## src/rtl/scalc_pkg.sv

```systemverilog
`default_nettype none

package scalc_pkg;

	// default sizes of the stack and of one word
	localparam int STACK_DEPTH_DEF = 1024;
	localparam int DATA_WIDTH_DEF  = 32;

	// command codes of the input word
	typedef enum logic [2:0] {
		CMD_PUSH     = 3'd0,
		CMD_POP      = 3'd1,
		CMD_PEEK_TOP = 3'd2,
		CMD_PEEK_BOT = 3'd3,
		CMD_ADD      = 3'd4,
		CMD_SUB      = 3'd5,
		CMD_MUL      = 3'd6,
		CMD_DIV      = 3'd7
	} cmd_t;

	// status codes of the result word
	typedef enum logic [2:0] {
		ST_OK    = 3'd0,
		ST_FULL  = 3'd1,
		ST_EMPTY = 3'd2,
		ST_RANGE = 3'd3,
		ST_FEW   = 3'd4,
		ST_DIVZ  = 3'd5
	} status_t;

	// stack memory address select
	typedef enum logic [2:0] {
		ADR_PUSH     = 3'd0,
		ADR_TOP      = 3'd1,
		ADR_SECOND   = 3'd2,
		ADR_PEEK_TOP = 3'd3,
		ADR_PEEK_BOT = 3'd4
	} addr_sel_t;

	// stack memory write data select
	typedef enum logic [1:0] {
		WR_PUSH = 2'd0,
		WR_ALU  = 2'd1,
		WR_MD   = 2'd2
	} wr_sel_t;

	// entry count update
	typedef enum logic [1:0] {
		CNT_HOLD = 2'd0,
		CNT_INC  = 2'd1,
		CNT_DEC  = 2'd2,
		CNT_DEC2 = 2'd3
	} cnt_op_t;

	// result value select
	typedef enum logic [1:0] {
		RES_ZERO = 2'd0,
		RES_READ = 2'd1,
		RES_ALU  = 2'd2,
		RES_MD   = 2'd3
	} res_sel_t;

	// controller to datapath commands
	typedef struct packed {
		logic      in_load;
		logic      mem_we;
		logic      mem_re;
		addr_sel_t addr_sel;
		wr_sel_t   wr_sel;
		cnt_op_t   cnt_op;
		logic      t_load;
		logic      md_start;
		logic      res_load;
		res_sel_t  res_sel;
		status_t   res_status;
		logic      out_load;
	} dp_ctrl_t;

	// datapath to controller status
	typedef struct packed {
		cmd_t cmd;
		logic full;
		logic empty;
		logic range_err;
		logic few;
		logic t_zero;
		logic md_done;
	} dp_stat_t;

endpackage

`default_nettype wire

```

## src/rtl/scalc_ctrl.sv

```systemverilog
`default_nettype none

// controller: sequences one command word through the datapath and owns the
// handshakes of both channels
module scalc_ctrl (
	input  wire logic                clk,
	input  wire logic                arst_n,
	input  wire logic                in_valid,
	output logic                     in_ready,
	output logic                     out_valid,
	input  wire logic                out_ready,
	input  wire scalc_pkg::dp_stat_t stat,
	output scalc_pkg::dp_ctrl_t      ctl
);

	typedef enum logic [2:0] {
		S_IDLE,
		S_DECODE,
		S_RD_WAIT,
		S_RD_T,
		S_RD_S,
		S_ITER,
		S_EMIT
	} state_t;

	state_t state_q;
	state_t state_d;
	logic   out_valid_q;

	assign in_ready  = (state_q == S_IDLE);
	assign out_valid = out_valid_q;

	// command decode per state
	always_comb begin
		ctl     = '0;
		state_d = state_q;
		unique case (state_q)
			S_IDLE: begin
				if (in_valid) begin
					ctl.in_load = 1'b1;
					state_d     = S_DECODE;
				end
			end
			S_DECODE: begin
				state_d = S_EMIT;
				unique case (stat.cmd) inside
					scalc_pkg::CMD_PUSH: begin
						ctl.res_load = 1'b1;
						ctl.res_sel  = scalc_pkg::RES_ZERO;
						if (stat.full) begin
							ctl.res_status = scalc_pkg::ST_FULL;
						end else begin
							ctl.res_status = scalc_pkg::ST_OK;
							ctl.mem_we     = 1'b1;
							ctl.addr_sel   = scalc_pkg::ADR_PUSH;
							ctl.wr_sel     = scalc_pkg::WR_PUSH;
							ctl.cnt_op     = scalc_pkg::CNT_INC;
						end
					end
					scalc_pkg::CMD_POP: begin
						if (stat.empty) begin
							ctl.res_load   = 1'b1;
							ctl.res_sel    = scalc_pkg::RES_ZERO;
							ctl.res_status = scalc_pkg::ST_EMPTY;
						end else begin
							ctl.mem_re   = 1'b1;
							ctl.addr_sel = scalc_pkg::ADR_TOP;
							ctl.cnt_op   = scalc_pkg::CNT_DEC;
							state_d      = S_RD_WAIT;
						end
					end
					scalc_pkg::CMD_PEEK_TOP, scalc_pkg::CMD_PEEK_BOT: begin
						if (stat.range_err) begin
							ctl.res_load   = 1'b1;
							ctl.res_sel    = scalc_pkg::RES_ZERO;
							ctl.res_status = scalc_pkg::ST_RANGE;
						end else begin
							ctl.mem_re   = 1'b1;
							ctl.addr_sel = (stat.cmd == scalc_pkg::CMD_PEEK_TOP) ?
								scalc_pkg::ADR_PEEK_TOP : scalc_pkg::ADR_PEEK_BOT;
							state_d      = S_RD_WAIT;
						end
					end
					default: begin
						// arithmetic: fetch top first
						if (stat.few) begin
							ctl.res_load   = 1'b1;
							ctl.res_sel    = scalc_pkg::RES_ZERO;
							ctl.res_status = scalc_pkg::ST_FEW;
						end else begin
							ctl.mem_re   = 1'b1;
							ctl.addr_sel = scalc_pkg::ADR_TOP;
							state_d      = S_RD_T;
						end
					end
				endcase
			end
			S_RD_WAIT: begin
				ctl.res_load   = 1'b1;
				ctl.res_sel    = scalc_pkg::RES_READ;
				ctl.res_status = scalc_pkg::ST_OK;
				state_d        = S_EMIT;
			end
			S_RD_T: begin
				ctl.t_load   = 1'b1;
				ctl.mem_re   = 1'b1;
				ctl.addr_sel = scalc_pkg::ADR_SECOND;
				state_d      = S_RD_S;
			end
			S_RD_S: begin
				unique case (stat.cmd) inside
					scalc_pkg::CMD_ADD, scalc_pkg::CMD_SUB: begin
						ctl.mem_we     = 1'b1;
						ctl.addr_sel   = scalc_pkg::ADR_SECOND;
						ctl.wr_sel     = scalc_pkg::WR_ALU;
						ctl.cnt_op     = scalc_pkg::CNT_DEC;
						ctl.res_load   = 1'b1;
						ctl.res_sel    = scalc_pkg::RES_ALU;
						ctl.res_status = scalc_pkg::ST_OK;
						state_d        = S_EMIT;
					end
					scalc_pkg::CMD_DIV: begin
						if (stat.t_zero) begin
							// operands consumed, nothing pushed
							ctl.cnt_op     = scalc_pkg::CNT_DEC2;
							ctl.res_load   = 1'b1;
							ctl.res_sel    = scalc_pkg::RES_ZERO;
							ctl.res_status = scalc_pkg::ST_DIVZ;
							state_d        = S_EMIT;
						end else begin
							ctl.md_start = 1'b1;
							state_d      = S_ITER;
						end
					end
					default: begin
						ctl.md_start = 1'b1;
						state_d      = S_ITER;
					end
				endcase
			end
			S_ITER: begin
				if (stat.md_done) begin
					ctl.mem_we     = 1'b1;
					ctl.addr_sel   = scalc_pkg::ADR_SECOND;
					ctl.wr_sel     = scalc_pkg::WR_MD;
					ctl.cnt_op     = scalc_pkg::CNT_DEC;
					ctl.res_load   = 1'b1;
					ctl.res_sel    = scalc_pkg::RES_MD;
					ctl.res_status = scalc_pkg::ST_OK;
					state_d        = S_EMIT;
				end
			end
			S_EMIT: begin
				// move the staged word out once the output register is free
				if (!out_valid_q || out_ready) begin
					ctl.out_load = 1'b1;
					state_d      = S_IDLE;
				end
			end
			default: begin
				state_d = S_IDLE;
			end
		endcase
	end

	// state and output valid
	always_ff @(posedge clk or negedge arst_n) begin
		if (!arst_n) begin
			state_q     <= S_IDLE;
			out_valid_q <= 1'b0;
		end else begin
			state_q <= state_d;
			if (ctl.out_load) begin
				out_valid_q <= 1'b1;
			end else if (out_ready) begin
				out_valid_q <= 1'b0;
			end
		end
	end

endmodule

`default_nettype wire

```

## config.mk

```make
export PLATFORM = sky130hd
export DESIGN_NAME = scalc_ctrl
export DESIGN_NICKNAME = d
export VERILOG_FILES = /design/src/rtl/scalc_pkg.sv /design/src/rtl/scalc_ctrl.sv
export SDC_FILE = /design/constraint.sdc
export NUM_CORES = 1
export LEC_CHECK = 0
export BUFFER_PORTS_ARGS = -buffer_cell sky130_fd_sc_hd__buf_4
export CAP_MARGIN = 20
export CORE_UTILIZATION = 25
export CTS_CLUSTER_DIAMETER = 30
export CTS_CLUSTER_SIZE = 10
export DETAILED_ROUTE_END_ITERATION = 7
export PLACE_DENSITY = 0.53
export SYNTH_ARGS = -nofsm -noshare
export SYNTH_HDL_FRONTEND = slang
export SYNTH_SLANG_ARGS = --single-unit
export TNS_END_PERCENT = 20
```

## constraint.sdc

```tcl
create_clock -name clk -period 3.1 [get_ports clk]
set_input_delay 0.465 -clock clk [delete_from_list [all_inputs] [get_ports clk]]
set_output_delay 0.465 -clock clk [all_outputs]
set_load 0.05 [all_outputs]
```

==> results by group, run 1 <==
Run status
  – Outcome: completed

Yosys
  – Ys async rst share: 100%
  – Cell variety after synth: 34
  – Post-Syn Area: 587 um^2
  – Synth Flop Type: dfrtp_1
  – Biggest area consumer among synthesized cells: dfrtp_1
  – Cells after Synth: 83
  – Synthesized flop and latch total: 4
  – Synthesized net count: 96
  – Largest cells by area after synthesis: dfrtp_1 17%, nor2b_1 7.5%, nand2_1 5.8%
  – Syn_area_per_cell: 7.07 um^2
  – Syn. warnings: 0
  – Sequential fraction of the synthesis area: 17.1%
  – EDFF count, synth: 0
  – Synth top area share: 17.1%

Place
  – Gpl congestion: 0.765
  – PortBufs: 33
  – Post-DP HPWL: 1.29 mm

Clocking
  – Later-pin clock latency in the skew report: 0.24 ns
  – Buffer depth of the longest clock path: 2
  – Hold_buf cts: 0
  – Htree depth: 1
  – Setup bufs post-CTS: 0
  – CTS sink cnt: 4
  – Num CTS Buffers: 3
  – Clock-pin slew on the worst setup and hold paths: 0.04 ns
  – Number of gates resized after cts: 0
  – CTS tree: built
  – Clock Root Buffer: clkbuf_4

STA
  – Setup_tns: 0 ns
  – Final min period: 2.59 ns
  – RSZ-0062 raised after global routing: no
  – Max-slew violation count: 0
  – Tcrit/Tclk final: 83.5%
  – Max Fclk: 0.386 GHz
  – Hold Vio Cnt, Final: 0
  – Worst slew pin tran: 0.519 ns
  – Max_slew headroom: 65.4%
  – Skew final: 0.00889 ns
  – Endpoints failing setup: 0

Layout
  – Layout cell share with drive strength beyond 1: 34.8%
  – Fin util: 39.1%
  – Area of the multi-input gates: 449 um^2
  – Register area: 100 um^2
  – Fillers: 259
  – Final nets: 127
  – Diodes inserted: 0
  – Area Overhead vs Synth: 47.5%

Run
  – Max_cap viols: 0

Pwr
  – Switching pwr: 519 uW
  – Sequential power share: 17.9%
  – Gate power share: 74.4%
  – Pwr/cell area: 994 nW/um^2
  – Leakage: 0.416 nW
  – Int Pwr: 341 uW
  – Clk pwr share: 7.6%
  – Max IR drop VDD: 0.564 mV
  – Switching Fraction: 60.4%

GRT
  – Antenna violations before repair: 0
  – Gr busiest metal: met2
  – Gr usage total: 14.2%
  – Met1 usage: 19.8%
  – GR Util met3: 3.03%
  – Met2 capacity usage during global routing: 21.6%
  – GR Overflow Total: 0
  – Vias in the first global route: 640
  – First-pass GRT wire length: 2.82 mm
  – Largest net degree at the start of global routing: 21

Drt
  – DRT Pass-1 Iters: 4
  – Per-cell routed wire length: 12.0 um
  – Iteration-0 DRC Markers: 16
  – Routed WL: 1.68 mm
  – Final antenna-violating net count: 0
  – Via count: 701
  – DRC errors left: 0
  – Vias per inst: 5.01

Critical path
  – CP Data Arrival Time: 2.12 ns
  – Critical path type: flip-flop to output pin
  – Critical Path RT: 2.63 ns
  – Worst-path fanout max: 20
  – CP endpoint kind: output pin
  – Startpoint Class: flip-flop

Die
  – Die Span Y: 50.5 um
  – Site row count: 17
  – Die span in x: 50.5 um
  – Full die area: 2550 um^2
  – Core footprint: 2210 um^2
  – Starting Density: 26.5%
  – Top Ports: 34

Hold path
  – Hold crit path type: input port to asynchronous set/reset pin
## worst paths after layout
check	depth (start not counted)	from	slack, ns	to
max in group asynchronous	1	arst_n	2.98	state_q[1]$_DFFE_PN0P_
setup / recovery	4	state_q[2]$_DFFE_PN0P_	0.51	ctl[17]
hold / removal	1	arst_n	0.01	state_q[0]$_DFFE_PN0P_
hold reg to reg	2	out_valid$_DFFE_PN0P_	0.54	out_valid$_DFFE_PN0P_
min in group clk	2	out_valid$_DFFE_PN0P_	0.54	out_valid$_DFFE_PN0P_
setup reg to reg	3	state_q[2]$_DFFE_PN0P_	1.62	state_q[1]$_DFFE_PN0P_
## state kept, by name, summed over array words and instances (netlist names)
signal	cells
out_valid	1
state_q	3
## power by group through the flow
stage / Sequential, mW / Clock (mW) / Combinational [mW]
after floorplan: 0.120 / 0 / 0.503
after detailed placement: 0.153 / 0 / 0.644
after global placement: 0.151 / 0 / 0.646
after global routing: 0.163 / 0.0737 / 0.680
final: 0.154 / 0.0657 / 0.640
after CTS: 0.152 / 0.0685 / 0.645
## worst max-delay path, stage by stage, from the launching register on
cell     delay, ns
dfrtp_1       0.56
or4b_4        0.62
or4_4         0.43
nand2_1       0.08
buf_4         0.19
## cells by family (layout without fill, tap and decap cells)
group	after synthesis	after routing	share of synthesized area, %
AND/OR/NAND/NOR	48	48	51.0
flip-flops	4	4	17.1
AO/OA/AOI/OAI	21	21	25.6
buffers and inverters	10	39	6.40
## layer usage
metal / vias to the layer above / wire (um)
li1: 364 / -
met1: 315 / 884
met2: 22 / 706
met3: 0 / 93
met4: 0 / 0
met5: - / 0
## metrics by stage
step	setup slack (ns)	instance area (um^2)	power, mW	cells	hold WS [ns]
2_1_floorplan	0.263	587	0.622	83	0.169
3_3_place_gp	0.800	843	0.797	137	0.265
3_5_place_dp	0.775	843	0.797	137	0.265
4_1_cts	0.516	866	0.866	140	0.00701
5_1_grt	0.419	866	0.917	140	0.00585
6_report	0.511	866	0.861	140	0.0129
## Yosys cell counts (2+ instances only)
cell	count
a211oi_1	2
a21boi_0	3
clkbuf_1	7
inv_1	3
nand2_1	9
o21ai_0	2
a21oi_1	3
nor2b_1	7
nand4_1	2
nand3b_1	3
nor2_1	3
and3_1	2
nor3_1	3
dfrtp_1	4
and2_1	3
nand2b_1	3
nor3b_1	4
nor4b_1	2
o21ai_1	3
## area by class of cell
type                       count  area share (%)
sequential                     4            11.6
timing repair buffer          33            28.6
tap                           28            4.05
inverter                       3            1.30
multi-input combinational     69            51.9
clock buffer                   3            2.60
## placed cells by master (no fill, tap or decap), types with 2 or more instances in the layout
cell type | netlist | final
nor2_1 | 3 | 3
nor3_1 | 3 | 3
buf_4 | 0 | 33
a21boi_0 | 3 | 3
nor3b_1 | 4 | 4
and3_1 | 2 | 2
o21ai_0 | 2 | 2
nor2b_1 | 7 | 7
nand4_1 | 2 | 2
clkbuf_4 | 0 | 3
inv_1 | 3 | 3
and2_1 | 3 | 3
a21oi_1 | 3 | 3
nand2b_1 | 3 | 3
o21ai_1 | 3 | 3
dfrtp_1 | 4 | 4
nand2_1 | 9 | 9
a211oi_1 | 2 | 2
nand3b_1 | 3 | 3
nor4b_1 | 2 | 2
Power figures use the tool's default switching activity.
==> run 2: changes to the inputs <==
--- a/config.mk
+++ b/config.mk
@@ -5,13 +5,14 @@
 export SDC_FILE = /design/constraint.sdc
 export NUM_CORES = 1
 export LEC_CHECK = 0
+export ABC_AREA = 1
 export BUFFER_PORTS_ARGS = -buffer_cell sky130_fd_sc_hd__buf_4
 export CAP_MARGIN = 20
 export CORE_UTILIZATION = 25
 export CTS_CLUSTER_DIAMETER = 30
 export CTS_CLUSTER_SIZE = 10
 export DETAILED_ROUTE_END_ITERATION = 7
-export PLACE_DENSITY = 0.53
+export PLACE_DENSITY = 0.54
 export SYNTH_ARGS = -nofsm -noshare
 export SYNTH_HDL_FRONTEND = slang
 export SYNTH_SLANG_ARGS = --single-unit
==> constraint.sdc (replaced) <==
create_clock -name clk -period 2.5 [get_ports clk]
set_input_delay 0.375 -clock clk [delete_from_list [all_inputs] [get_ports clk]]
set_output_delay 0.375 -clock clk [all_outputs]
set_load 0.05 [all_outputs]
==> results by group, run 2 <==
Run status
  – Outcome: completed

Critical path
  – Critical path launch point: state_q[0]$_DFFE_PN0P_
  – Worst r2r path cells: 7 (+4)
  – Worst r2r dst: state_q[2]$_DFFE_PN0P_
  – Critical Path RT: 2.12 ns (-0.51 ns)
  – Critical path type: flip-flop to output pin
  – Worst R2R Setup Slack: 1.20 ns (-0.42 ns)
  – Startpoint Class: flip-flop
  – CP endpoint kind: output pin
  – Worst-path fanout max: 7 (-65%)
  – Crit path capture: ctl[10]
  – CP Data Arrival Time: 1.57 ns (-0.55 ns)
  – R2r startpoint: state_q[2]$_DFFE_PN0P_

STA
  – Hold_ws: 0.341 ns (+0.329 ns)
  – Skew final: 0.00160 ns (-0.00728 ns)
  – Max_slew headroom: 72.3% (+6.8 points)
  – Endpoints failing setup: 0 (unchanged)
  – Worst slew pin tran: 0.412 ns (-0.106 ns)
  – Setup_tns: 0 ns (unchanged)
  – Final min period: 1.95 ns
  – Max-slew violation count: 0 (unchanged)
  – Tcrit/Tclk final: 78.0%
  – Max Fclk: 0.513 GHz
  – Final WS setup: 0.551 ns (+0.0404 ns)
  – RSZ-0062 raised after global routing: no
  – Hold Vio Cnt, Final: 0 (unchanged)

Pwr
  – Gate power share: 80.2% (+5.8 points)
  – Max IR drop VDD: 0.496 mV (-12%)
  – Overall Power: 1.07 mW (+24%)
  – Switching pwr: 677 uW (+30%)
  – Sequential power share: 12.4% (-5.5 points)
  – Pwr/cell area: 1270 nW/um^2 (+28%)
  – Switching Fraction: 63.4% (+3.0 points)
  – Int Pwr: 391 uW (+15%)
  – Clk pwr share: 7.4% (-0.2 points)
  – Leakage: 0.532 nW (+28%)

Yosys
  – Synth top area share: 19.1% (+2.1 points)
  – EDFF count, synth: 0 (unchanged)
  – Count leader, synth: nand2_1
  – Cells after Synth: 98 (+18%)
  – Top cells by count, synth: 26 x nand2_1, 20 x inv_1, 11 x nor2_1, 9 x nand4_1, 7 x nand3_1
  – Cell variety after synth: 16 (-53%)
  – Sequential fraction of the synthesis area: 19.1% (+2.1 points)
  – Syn_area_per_cell: 5.34 um^2 (-25%)
  – Largest cells by area after synthesis: dfrtp_1 19%, nand2_1 19%, inv_1 14%
  – Synthesized flop and latch total: 4 (unchanged)
  – Syn. warnings: 0 (unchanged)
  – Biggest area consumer among synthesized cells: dfrtp_1
  – Post-Syn Area: 523 um^2 (-11%)
  – Ys async rst share: 100% (unchanged)
  – Synthesized net count: 111 (+16%)
  – Synth Flop Type: dfrtp_1

Die
  – Top Ports: 34 (unchanged)
  – Full die area: 2280 um^2 (-10%)
  – Die span in x: 47.7 um (-5.4%)
  – Starting Density: 26.7% (+0.13 points)
  – Die Span Y: 47.7 um (-5.4%)
  – Site row count: 16 (-1)
  – Core footprint: 1960 um^2 (-11%)

Clocking
  – CTS tree: built
  – Num CTS Buffers: 3 (unchanged)
  – Clock-pin slew on the worst setup and hold paths: 0.04 ns (about the same)
  – Buffer depth of the longest clock path: 2 (unchanged)
  – Clock Root Buffer: clkbuf_4
  – Later-pin clock latency in the skew report: 0.23 ns (about the same)
  – CTS sink cnt: 4 (unchanged)
  – Htree depth: 1 (unchanged)

Layout
  – Diodes inserted: 0 (unchanged)
  – Most frequent cells in the layout: 33 x buf_4, 26 x nand2_1, 20 x inv_1, 11 x nor2_1, 9 x nand4_1
  – Layout cell share with drive strength beyond 1: 32.6% (-2.2 points)
  – Fillers: 228 (-12%)
  – Most common cell after layout, fill and taps aside: buf_4
  – Area Overhead vs Synth: 61.0%
  – Finished Cell Area: 842 um^2 (-2.7%)
  – Area of the multi-input gates: 342 um^2 (-24%)
  – Final Non-Filler Cells: 162 (+16%)
  – Max reg flops: 3 (unchanged)
  – Register area: 100 um^2 (unchanged)
  – Final nets: 150 (+18%)
  – Biggest register: state_q
  – Fin util: 42.9% (+3.8 points)

Drt
  – DRT Pass-1 Iters: 4 (unchanged)
  – Iteration-0 DRC Markers: 16 (unchanged)
  – Final antenna-violating net count: 0 (unchanged)
  – DRC errors left: 0 (unchanged)
  – Via count: 774 (+10%)
  – Routed WL: 1.68 mm (-0.12%)
  – Per-cell routed wire length: 10.4 um (-14%)
  – Vias per inst: 4.78 (-4.6%)

Hold path
  – Hold crit path type: input port to flip-flop
  – Hold path cells: 2

Place
  – Gpl congestion: 0.838 (+9.5%)
  – Post-DP HPWL: 1.40 mm (+8.2%)
  – Post-Place Cell Area: 810 um^2 (-4.0%)
  – Pre-CTS setup slack: 0.687 ns (-0.0884 ns)
  – PortBufs: 33 (unchanged)
  – Placed cell count: 158 (+15%)

GRT
  – GR Overflow Total: 0 (unchanged)
  – Gr usage total: 15.4% (+1.2 points)
  – Largest net degree at the start of global routing: 9 (-57%)
  – Antenna violations before repair: 0 (unchanged)
  – First-pass GRT wire length: 2.48 mm (-12%)
  – Vias in the first global route: 620 (-3.1%)

Run
  – Max_cap viols: 0 (unchanged)
[run 2: cell type report]
cell class	count	area share, %
Inverter	23	10.3
Clock buffer	3	2.67
Timing Repair Buffer	34	30.6
Multi-Input combinational cell	71	40.6
Sequential cell	4	11.9
Tap cell	27	4.01
[run 2: routing by layer]
| metal | vias to the layer above | wire length (um) | track usage, % |
|---|---|---|---|
| li1 | 392 | - | - |
| met5 | - | 0 | 0 |
| met2 | 34 | 837 | 25.9 |
| met4 | 0 | 9 | 6.67 |
| met3 | 2 | 89 | 1.13 |
| met1 | 346 | 744 | 20.0 |
[run 2: kinds of logic (layout without fill, tap and decap cells)]
family | after synthesis | in the layout | share of synthesized area (%)
AND/OR/NAND/NOR | 61 | 61 | 53.6
AO/OA/AOI/OAI | 10 | 10 | 10.8
buffers and inverters | 23 | 60 | 16.5
flip-flops | 4 | 4 | 19.1
[run 2: how the worst min path moves through the flow]
stage | start | end
2_1_floorplan | arst_n | out_valid$_DFFE_PN0P_
3_3_place_gp | arst_n | state_q[2]$_DFFE_PN0P_
3_5_place_dp | arst_n | state_q[2]$_DFFE_PN0P_
4_1_cts | out_ready | out_valid$_DFFE_PN0P_
5_1_grt | out_ready | out_valid$_DFFE_PN0P_
6_report | out_ready | out_valid$_DFFE_PN0P_
[run 2: power groups by stage]
stage / Sequential, mW / Combinational [mW] / Clock, mW
after global placement: 0.131 / 0.856 / 0
after floorplan: 0.153 / 0.594 / 0
final: 0.132 / 0.856 / 0.0789
after CTS: 0.132 / 0.863 / 0.0825
after detailed placement: 0.133 / 0.857 / 0
after global routing: 0.138 / 0.921 / 0.0886
[run 2: worst max-delay path, cell delays in order (launching register included)]
cell	delay [ns]
dfrtp_1	0.46
inv_2	0.07
nand3_1	0.12
nor2_1	0.08
nor3_1	0.27
o21ai_0	0.14
buf_4	0.21
[run 2: what timing repair did]
action                     in CTS  in global routing
gates resized for setup         0                  0
hold buffers                    1                  0
hold endpoints to repair        4                  0
setup endpoints to repair       0                  0
setup buffers                   0                  0
